[src/rtl/core/dslp_pkg.sv]
package dslp_pkg;

  // Default buffer depth in bytes
  localparam int unsigned MaxBytesDef = 256;

  // Bytes in one half (R or S) of the compact signature
  localparam int unsigned HalfBytes = 32;
  localparam int unsigned HalfW     = 8 * HalfBytes;

  // Result words
  localparam int unsigned WordW    = 64;
  localparam int unsigned NumWords = 8;
  localparam int unsigned IdxW     = 3;

  // Integer length register: at most three significant length bytes
  localparam int unsigned LenW = 24;

  // DER tags
  localparam logic [7:0] TagSeq = 8'h30;
  localparam logic [7:0] TagInt = 8'h02;

  // Long-form length: at least this many significant bytes is a reject
  localparam logic [6:0] MaxLenBytes = 7'd4;

  // secp256k1 group order n
  localparam logic [HalfW-1:0] GroupOrder =
    256'hFFFFFFFF_FFFFFFFF_FFFFFFFF_FFFFFFFE_BAAEDCE6_AF48A03B_BFD25E8C_D0364141;

  // Parse status handed from the walker to the top level
  typedef struct packed {
    logic done;
    logic accepted;
    logic overflowed;
  } parse_res_t;

endpackage

[src/rtl/core/der_signature_lax_parser_top.sv]
// Lenient DER parser for ECDSA (secp256k1) signatures. Feed the signature one
// byte per word on the input channel and flag the last byte with final_byte_i.
// Bytes load into an on-chip buffer of MaxBytes entries at one byte per cycle
// while the input is open; bytes beyond the buffer are dropped and the
// signature is rejected. The final byte starts a walk over the buffer through
// its single read port, visiting each header, length or value byte in turn,
// with decision steps between, then comparing R and S against the group order
// one 64-bit word at a time. Once the walk is done, eight 64-bit words
// come out, R then S, most significant first, with word_index_o 0 to 7 and
// last_word_o on word 7. A rejected signature gives accepted_o = 0 and zero
// words; an R or S too long or not below n gives overflowed_o = 1 and zero words.
// The input stays closed from the final byte until the last word is taken.
module der_signature_lax_parser_top #(
  parameter int unsigned MaxBytes = dslp_pkg::MaxBytesDef
) (
  input  logic                       clk_i,
  input  logic                       rst_ni,
  input  logic                       in_valid_i,
  output logic                       in_ready_o,
  input  logic [7:0]                 in_byte_i,
  input  logic                       final_byte_i,
  output logic                       out_valid_o,
  input  logic                       out_ready_i,
  output logic                       accepted_o,
  output logic                       overflowed_o,
  output logic [dslp_pkg::WordW-1:0] sig_word_o,
  output logic [dslp_pkg::IdxW-1:0]  word_index_o,
  output logic                       last_word_o
);

  import dslp_pkg::*;

  localparam int unsigned AddrW = $clog2(MaxBytes);
  localparam int unsigned CntW  = $clog2(MaxBytes + 1);

  typedef enum logic [1:0] {
    T_LOAD = 2'b01,
    T_BUSY = 2'b10
  } top_state_e;

  top_state_e      state_q, state_d;
  logic [CntW-1:0] cnt_q, cnt_d;
  logic            too_long_q, too_long_d;
  logic [IdxW-1:0] widx_q, widx_d;

  logic             in_acc;
  logic             out_acc;
  logic             wr_en;
  logic             start;
  logic             release_w;
  logic [7:0]       rd_data;
  logic [AddrW-1:0] rd_addr;
  parse_res_t       res;
  logic [WordW-1:0] word;

  assign in_ready_o = (state_q == T_LOAD);
  assign in_acc     = in_valid_i & in_ready_o;
  assign out_valid_o = res.done;
  assign out_acc    = out_valid_o & out_ready_i;
  assign last_word_o = (widx_q == IdxW'(NumWords - 1));
  assign release_w  = out_acc & last_word_o;

  // Buffer the byte while there is room; flag the overrun otherwise
  assign wr_en = in_acc & (cnt_q < CntW'(MaxBytes));
  assign start = in_acc & final_byte_i;

  always_comb begin
    state_d    = state_q;
    cnt_d      = cnt_q;
    too_long_d = too_long_q;
    widx_d     = widx_q;
    case (state_q)
      T_LOAD: begin
        if (in_acc) begin
          if (wr_en) begin
            cnt_d = cnt_q + CntW'(1);
          end else begin
            too_long_d = 1'b1;
          end
          if (final_byte_i) begin
            widx_d  = '0;
            state_d = T_BUSY;
          end
        end
      end
      T_BUSY: begin
        // Advance the word index per word taken; reopen after the last one
        if (out_acc) begin
          widx_d = widx_q + IdxW'(1);
          if (last_word_o) begin
            cnt_d      = '0;
            too_long_d = 1'b0;
            state_d    = T_LOAD;
          end
        end
      end
      default: state_d = T_LOAD;
    endcase
  end

  always_ff @(posedge clk_i or negedge rst_ni) begin
    if (!rst_ni) begin
      state_q    <= T_LOAD;
      cnt_q      <= '0;
      too_long_q <= 1'b0;
      widx_q     <= '0;
    end else begin
      state_q    <= state_d;
      cnt_q      <= cnt_d;
      too_long_q <= too_long_d;
      widx_q     <= widx_d;
    end
  end

  dslp_byte_mem #(
    .Depth (MaxBytes),
    .AddrW (AddrW)
  ) u_byte_mem (
    .clk_i     (clk_i),
    .wr_en_i   (wr_en),
    .wr_addr_i (cnt_q[AddrW-1:0]),
    .wr_data_i (in_byte_i),
    .rd_addr_i (rd_addr),
    .rd_data_o (rd_data)
  );

  dslp_walker #(
    .MaxBytes (MaxBytes),
    .AddrW    (AddrW),
    .CntW     (CntW)
  ) u_walker (
    .clk_i      (clk_i),
    .rst_ni     (rst_ni),
    .start_i    (start),
    .release_i  (release_w),
    .len_i      (cnt_q),
    .too_long_i (too_long_q),
    .rd_data_i  (rd_data),
    .rd_addr_o  (rd_addr),
    .word_sel_i (widx_q),
    .word_o     (word),
    .res_o      (res)
  );

  assign accepted_o   = res.accepted;
  assign overflowed_o = res.overflowed;
  assign sig_word_o   = word;
  assign word_index_o = widx_q;

endmodule

[src/rtl/core/dslp_byte_mem.sv]
module dslp_byte_mem #(
  parameter int unsigned Depth = dslp_pkg::MaxBytesDef,
  parameter int unsigned AddrW = $clog2(Depth)
) (
  input  logic             clk_i,
  input  logic             wr_en_i,
  input  logic [AddrW-1:0] wr_addr_i,
  input  logic [7:0]       wr_data_i,
  input  logic [AddrW-1:0] rd_addr_i,
  output logic [7:0]       rd_data_o
);

  logic [7:0] mem_q [Depth];
  logic [7:0] rd_data_q;

  always_ff @(posedge clk_i) begin
    if (wr_en_i) begin
      mem_q[wr_addr_i] <= wr_data_i;
    end
  end

  // Registered read port
  always_ff @(posedge clk_i) begin
    rd_data_q <= mem_q[rd_addr_i];
  end

  assign rd_data_o = rd_data_q;

endmodule

[src/rtl/core/dslp_walker.sv]
module dslp_walker #(
  parameter int unsigned MaxBytes = dslp_pkg::MaxBytesDef,
  parameter int unsigned AddrW    = $clog2(MaxBytes),
  parameter int unsigned CntW     = $clog2(MaxBytes + 1)
) (
  input  logic                        clk_i,
  input  logic                        rst_ni,
  input  logic                        start_i,
  input  logic                        release_i,
  input  logic [CntW-1:0]             len_i,
  input  logic                        too_long_i,
  input  logic [7:0]                  rd_data_i,
  output logic [AddrW-1:0]            rd_addr_o,
  input  logic [dslp_pkg::IdxW-1:0]   word_sel_i,
  output logic [dslp_pkg::WordW-1:0]  word_o,
  output dslp_pkg::parse_res_t        res_o
);

  import dslp_pkg::*;

  typedef enum logic [12:0] {
    W_IDLE = 13'b0000000000001,
    W_WAIT = 13'b0000000000010,
    W_TAG  = 13'b0000000000100,
    W_SLEN = 13'b0000000001000,
    W_ITAG = 13'b0000000010000,
    W_ILEN = 13'b0000000100000,
    W_LZ   = 13'b0000001000000,
    W_LACC = 13'b0000010000000,
    W_VCHK = 13'b0000100000000,
    W_VZ   = 13'b0001000000000,
    W_VCP  = 13'b0010000000000,
    W_CMP  = 13'b0100000000000,
    W_DONE = 13'b1000000000000
  } walk_state_e;

  walk_state_e      state_q, state_d;
  logic [CntW-1:0]  ptr_q, ptr_d;
  logic [6:0]       lb_q, lb_d;
  logic [LenW-1:0]  val_q, val_d;
  logic             half_q, half_d;
  logic             acc_q, acc_d;
  logic             ovf_q, ovf_d;
  logic [HalfW-1:0] r_q, r_d, s_q, s_d;
  logic [1:0]       cmp_k_q, cmp_k_d;
  logic             r_dec_q, r_dec_d, r_ge_q, r_ge_d;
  logic             s_dec_q, s_dec_d, s_ge_q, s_ge_d;

  logic [CntW-1:0]  rem;
  logic [LenW-1:0]  rem_ext;
  logic [LenW-1:0]  lbr_ext;
  logic             at_end;
  logic [7:0]       cmp_off;
  logic [WordW-1:0] r_w, s_w, ord_w;
  logic [7:0]       sel_off;
  logic [WordW-1:0] sel_w;

  assign rem     = len_i - ptr_q;
  assign rem_ext = LenW'(rem);
  assign lbr_ext = LenW'(rd_data_i[6:0]);
  assign at_end  = (ptr_q >= len_i);

  // Most significant word first
  assign cmp_off = {~cmp_k_q, 6'd0};
  assign r_w     = r_q[cmp_off +: WordW];
  assign s_w     = s_q[cmp_off +: WordW];
  assign ord_w   = GroupOrder[cmp_off +: WordW];

  always_comb begin
    state_d = state_q;
    ptr_d   = ptr_q;
    lb_d    = lb_q;
    val_d   = val_q;
    half_d  = half_q;
    acc_d   = acc_q;
    ovf_d   = ovf_q;
    r_d     = r_q;
    s_d     = s_q;
    cmp_k_d = cmp_k_q;
    r_dec_d = r_dec_q;
    r_ge_d  = r_ge_q;
    s_dec_d = s_dec_q;
    s_ge_d  = s_ge_q;

    case (state_q)
      W_IDLE: begin
        if (start_i) begin
          ptr_d   = '0;
          half_d  = 1'b0;
          acc_d   = 1'b1;
          ovf_d   = 1'b0;
          r_d     = '0;
          s_d     = '0;
          cmp_k_d = '0;
          r_dec_d = 1'b0;
          r_ge_d  = 1'b0;
          s_dec_d = 1'b0;
          s_ge_d  = 1'b0;
          state_d = W_WAIT;
        end
      end
      // Let the final byte land before the first read
      W_WAIT: state_d = W_TAG;
      W_TAG: begin
        if (too_long_i || at_end || rd_data_i != TagSeq) begin
          acc_d   = 1'b0;
          state_d = W_DONE;
        end else begin
          ptr_d   = ptr_q + CntW'(1);
          state_d = W_SLEN;
        end
      end
      W_SLEN: begin
        if (at_end) begin
          acc_d   = 1'b0;
          state_d = W_DONE;
        end else if (rd_data_i[7]) begin
          // Skip long-form sequence length bytes
          if (lbr_ext >= rem_ext) begin
            acc_d   = 1'b0;
            state_d = W_DONE;
          end else begin
            ptr_d   = ptr_q + CntW'(1) + CntW'(rd_data_i[6:0]);
            state_d = W_ITAG;
          end
        end else begin
          ptr_d   = ptr_q + CntW'(1);
          state_d = W_ITAG;
        end
      end
      W_ITAG: begin
        if (at_end || rd_data_i != TagInt) begin
          acc_d   = 1'b0;
          state_d = W_DONE;
        end else begin
          ptr_d   = ptr_q + CntW'(1);
          state_d = W_ILEN;
        end
      end
      W_ILEN: begin
        if (at_end) begin
          acc_d   = 1'b0;
          state_d = W_DONE;
        end else if (rd_data_i[7]) begin
          if (lbr_ext >= rem_ext) begin
            acc_d   = 1'b0;
            state_d = W_DONE;
          end else begin
            ptr_d   = ptr_q + CntW'(1);
            lb_d    = rd_data_i[6:0];
            val_d   = '0;
            state_d = W_LZ;
          end
        end else begin
          ptr_d   = ptr_q + CntW'(1);
          val_d   = LenW'(rd_data_i);
          state_d = W_VCHK;
        end
      end
      W_LZ: begin
        // Drop leading zero length bytes
        if (lb_q != '0 && rd_data_i == 8'h00) begin
          ptr_d = ptr_q + CntW'(1);
          lb_d  = lb_q - 7'd1;
        end else if (lb_q >= MaxLenBytes) begin
          acc_d   = 1'b0;
          state_d = W_DONE;
        end else if (lb_q == '0) begin
          state_d = W_VCHK;
        end else begin
          state_d = W_LACC;
        end
      end
      W_LACC: begin
        val_d = {val_q[LenW-9:0], rd_data_i};
        ptr_d = ptr_q + CntW'(1);
        lb_d  = lb_q - 7'd1;
        if (lb_q == 7'd1) begin
          state_d = W_VCHK;
        end
      end
      W_VCHK: begin
        if (val_q > rem_ext) begin
          acc_d   = 1'b0;
          state_d = W_DONE;
        end else begin
          state_d = W_VZ;
        end
      end
      W_VZ: begin
        // Strip leading zero value bytes
        if (val_q != '0 && rd_data_i == 8'h00) begin
          ptr_d = ptr_q + CntW'(1);
          val_d = val_q - LenW'(1);
        end else if (val_q > LenW'(HalfBytes)) begin
          ovf_d = 1'b1;
          ptr_d = ptr_q + CntW'(val_q);
          val_d = '0;
          if (half_q) begin
            state_d = W_CMP;
          end else begin
            half_d  = 1'b1;
            state_d = W_ITAG;
          end
        end else begin
          state_d = W_VCP;
        end
      end
      W_VCP: begin
        if (val_q != '0) begin
          // Shift in from the right: the value ends up right-aligned
          if (half_q) begin
            s_d = {s_q[HalfW-9:0], rd_data_i};
          end else begin
            r_d = {r_q[HalfW-9:0], rd_data_i};
          end
          ptr_d = ptr_q + CntW'(1);
          val_d = val_q - LenW'(1);
        end else if (half_q) begin
          state_d = W_CMP;
        end else begin
          half_d  = 1'b1;
          state_d = W_ITAG;
        end
      end
      W_CMP: begin
        // Word-serial compare of R and S against n
        if (!r_dec_q) begin
          r_dec_d = (r_w != ord_w);
          r_ge_d  = (r_w > ord_w);
        end
        if (!s_dec_q) begin
          s_dec_d = (s_w != ord_w);
          s_ge_d  = (s_w > ord_w);
        end
        cmp_k_d = cmp_k_q + 2'd1;
        if (cmp_k_q == 2'd3) begin
          ovf_d   = ovf_q | (r_dec_d ? r_ge_d : 1'b1) | (s_dec_d ? s_ge_d : 1'b1);
          state_d = W_DONE;
        end
      end
      W_DONE: begin
        if (release_i) begin
          state_d = W_IDLE;
        end
      end
      default: state_d = W_IDLE;
    endcase
  end

  always_ff @(posedge clk_i or negedge rst_ni) begin
    if (!rst_ni) begin
      state_q <= W_IDLE;
      ptr_q   <= '0;
      acc_q   <= 1'b0;
      ovf_q   <= 1'b0;
      half_q  <= 1'b0;
    end else begin
      state_q <= state_d;
      ptr_q   <= ptr_d;
      acc_q   <= acc_d;
      ovf_q   <= ovf_d;
      half_q  <= half_d;
    end
  end

  always_ff @(posedge clk_i) begin
    lb_q    <= lb_d;
    val_q   <= val_d;
    r_q     <= r_d;
    s_q     <= s_d;
    cmp_k_q <= cmp_k_d;
    r_dec_q <= r_dec_d;
    r_ge_q  <= r_ge_d;
    s_dec_q <= s_dec_d;
    s_ge_q  <= s_ge_d;
  end

  // Address the next pointer so the read data matches ptr_q
  assign rd_addr_o = ptr_d[AddrW-1:0];

  assign sel_off = {~word_sel_i[1:0], 6'd0};
  assign sel_w   = word_sel_i[2] ? s_q[sel_off +: WordW] : r_q[sel_off +: WordW];
  assign word_o  = (acc_q && !ovf_q) ? sel_w : '0;

  assign res_o.done       = (state_q == W_DONE);
  assign res_o.accepted   = acc_q;
  assign res_o.overflowed = acc_q & ovf_q;

endmodule

[config.mk]
export PLATFORM = sky130hd
export DESIGN_NAME = der_signature_lax_parser_top
export DESIGN_NICKNAME = d
export VERILOG_FILES = /design/src/rtl/core/dslp_pkg.sv /design/src/rtl/core/der_signature_lax_parser_top.sv /design/src/rtl/core/dslp_byte_mem.sv /design/src/rtl/core/dslp_walker.sv
export SDC_FILE = /design/constraint.sdc
export NUM_CORES = 2
export LEC_CHECK = 0
export ABC_AREA = 1
export BUFFER_PORTS_ARGS = -buffer_cell sky130_fd_sc_hd__buf_2
export CELL_PAD_IN_SITES_DETAIL_PLACEMENT = 0
export CELL_PAD_IN_SITES_GLOBAL_PLACEMENT = 1
export CORE_ASPECT_RATIO = 1.2
export CORE_MARGIN = 2
export CORE_UTILIZATION = 51
export DETAILED_ROUTE_END_ITERATION = 10
export MAX_ROUTING_LAYER = met4
export PLACE_DENSITY_LB_ADDON = 0.1
export SLEW_MARGIN = 20
export SYNTH_ARGS = -nofsm -noshare
export SYNTH_HDL_FRONTEND = slang
export SYNTH_SLANG_ARGS = --single-unit
export TNS_END_PERCENT = 20
[constraint.sdc]
create_clock -name clk_i -period 17.79 [get_ports clk_i]
set_clock_uncertainty 0.2 [all_clocks]
set_input_delay 2.6685 -clock clk_i [delete_from_list [all_inputs] [get_ports clk_i]]
set_output_delay 2.6685 -clock clk_i [all_outputs]
set_load 0.05 [all_outputs]
==> results.toml <==
[routing]
detailedRoute.firstIterationViolations = 10643
route.vias.total = 92565
routed_via_density = 5.97
routed_wire_length_per_instance_um = 26.8
dr.pass1.iters = 8
drc = 0
ant_nets = 0
wl_um = 416000

[critical_path]
cp-end-kind = "flop"
worst_path_dominant_cell_family = "simple AND/OR/NAND/NOR gates"
setup.worst_path.class = "reg -> reg"
cp.buffers_inverters = 5
crit_fanout = 185
critPathArrivalTime_ps = 10060
reg2reg_slack_ps = 8270
worstSetupStartpointType = "flop"
cpMaxStageDelayCell = "buf_4"
cp_slowest_stage_delay_ps = 920
path_common_cell = "nand2_1"
crit_path_required_time_ps = 18330

[floorplan]
floorplan.rows = 199
y_dimension_of_the_die_um = 548
core_region_area_sq_um = 245000
fp.dieArea_sq_um = 250000
floorplan.initialDensity = 0.513
die_w_um = 457
top_level_ports = 85

[synthesis]
yosys_warnings = 0
synth_cells = 12370
syn-num-nets = 12531
ys.flop_type = "edfxtp_1"
ys_seq_elements = 2645
synth_edf_count = 2597
postSynthAreaPerCell_sq_um = 10.2
synth.cell_area_sq_um = 126000
asyncSetResetFlopFracSynth = 0.0151
ys_types = 63
ys_seq_area_frac = 0.630

[grt]
grt_start_max_net_pins = 186
initial_antenna_violation_count = 10
grt_use_total = 0.337
first_pass_grt_wire_length_um = 608000
global_route.overflow_total = 0
first_global_vias = 88931

[clock_tree]
tritoncts.num_buffers = 290
ctsRootBufferMaster = "clkbuf_16"
clock_tree.buffer_depth = 4
clkSlewWorstSetupHoldPaths_ps = 60
worstSkewPairLatency_ps = 860
h-tree-depth = 5
tritoncts_num_sinks = 2645
holdBufCountCts = 0
post-cts-setup-buffer-count = 0
cts_tree = "yes"
cts.repair.resized = 0

[final_layout]
final_cell_mix = "edfxtp_1 (2597), nand3_1 (2151), nand2_1 (1939)"
nFillCells = 21352
layout_commonest_cell = "edfxtp_1"
layout.nets = 12221
fin_cells = 15501
drive_gt1_frac = 0.0582
area_growth_syn_to_layout_pct = 8.95

[min_path]
hold_path_class = "reg -> reg"

[timing]
period_share = 0.535
finalSetupTns_ps = 0
setup_viol_count_final = 0
final_period_minus_worst_setup_slack_ps = 9520
tightestPinTransition_ps = 1180
clock.fmax_mhz = 105
final_slew_violations = 0
unrepaired_setup_endpoints_after_global_routing = "false"
timing.slew.headroom = 0.213
hold_viol = 0

[pwr]
pwr_per_cell_area_nw_per_um2 = 93.7
irDropWorstVdd_uv = 95.7
static-leakage-power_nw = 51.2

[placement]
routabilityCongestion = 0.955
post-dp-hpwl_um = 252000
placed_cells = 14983
count_of_port_buffers_added_during_placement = 84

[outcome]
run_status = "completed"

[run]
timing.max_cap.violations = 0
-- flip-flops by register name, indices dropped and copies added, names as in the netlist, 2 cells and up --
| register | flops |
|---|---|
| u_byte_mem.rd_data_o | 8 |
| u_walker.state_q | 13 |
| word_index_o | 3 |
| state_q | 2 |
| cnt_q | 9 |
| u_walker.r_q | 256 |
| u_walker.val_q | 24 |
| u_walker.cmp_k_q | 2 |
| u_byte_mem.mem_q | 2048 |
| u_walker.s_q | 256 |
| u_walker.lb_q | 7 |
| u_walker.ptr_q | 9 |
-- path summary, 6_finish.rpt --
check	startpoint	end	depth (start not counted)
worst max-delay path	u_walker.ptr_q[0]	u_byte_mem.rd_data_o[1]	34
worst min-delay path	u_walker.s_q[5]	u_walker.s_q[13]	2
worst max register to register	u_walker.ptr_q[0]	u_byte_mem.rd_data_o[1]	34
worst min register to register	u_walker.s_q[5]	u_walker.s_q[13]	2
max in group asynchronous	rst_ni	word_index_o[0]	2
min in group asynchronous	rst_ni	u_walker.ovf_q	2
-- layout make-up --
type                            count  area, sq um  area share
Clock inverter                    148         1300     0.00951
Inverter                         1571         5930      0.0434
Tap cell                         3216         4020      0.0294
Sequential cell                  2645        79200       0.579
Antenna cell                        9         22.5    0.000165
Multi-Input combinational cell   7328        36900       0.270
Timing Repair Buffer              224         1720      0.0126
Clock buffer                      360         7750      0.0567
-- worst min-delay path, cell delays in order, from the launching register on --
cell and delay, ps:
edfxtp_1 360, inv_1 50, nor2_1 80
-- per-layer routing --
layer	vias to the layer above	track usage	wire length [um]
met5	-	-	0
met4	0	0.200	29200
met3	986	0.0410	28300
met2	4157	0.538	199000
met1	45526	0.414	160000
li1	41896	-	-
-- per-stage QoR --
stage / utilization / worst slack, ps / cell area, sq um / total power, W / hold WS (ps)
after floorplan: - / 2920 / 126000 / 0.00695 / 291
after global placement: 0.521 / 7750 / 128000 / 0.00705 / 357
after detailed placement: 0.521 / 7730 / 128000 / 0.00706 / 362
after CTS: 0.558 / 8420 / 137000 / 0.0129 / 375
after global routing: 0.558 / 7740 / 137000 / 0.0131 / 410
final: 0.558 / 8270 / 137000 / 0.0128 / 371
-- cells in the mapped netlist, types with 9 or more instances --
cell	count	area (sq um)
a21oi_1	659	3300
a31oi_1	71	444
buf_1	73	274
buf_2	376	1880
buf_4	29	218
buf_6	19	214
clkbuf_1	329	1230
dfrtp_1	38	951
edfxtp_1	2597	78000
ha_1	145	1810
inv_1	1542	5790
inv_2	26	97.6
nand2_1	1955	7340
nand3_1	2155	10800
nand3b_1	614	4610
nand4_1	22	138
nor2_1	903	3390
nor3_1	35	175
nor4_1	18	113
o211ai_1	119	893
o21ai_0	473	2370
o22ai_1	21	131
xnor2_1	9	78.8
xor2_1	25	219
-- power breakdown --
| group | internal (W) | switching, W |
|---|---|---|
| Clock | 0.00340 | 0.00250 |
| Sequential | 0.00682 | 0 |
| Combinational | 0.00000642 | 0.0000989 |
| Total | 0.0102 | 0.00260 |
-- cells by family (layout without fill, tap and decap cells) --
group,Yosys count,count (layout),synth area share
AOI/OAI and AO/OA,1409,1409,0.0613
other,0,9,0
buffers and inverters,2397,2303,0.0774
DFF,2645,2645,0.630
xor gates and xnor gates,34,34,0.00237
adders and majority gates,148,148,0.0149
and+or+nand+nor,5737,5737,0.214
No activity file was read; power rests on OpenSTA's default activity.
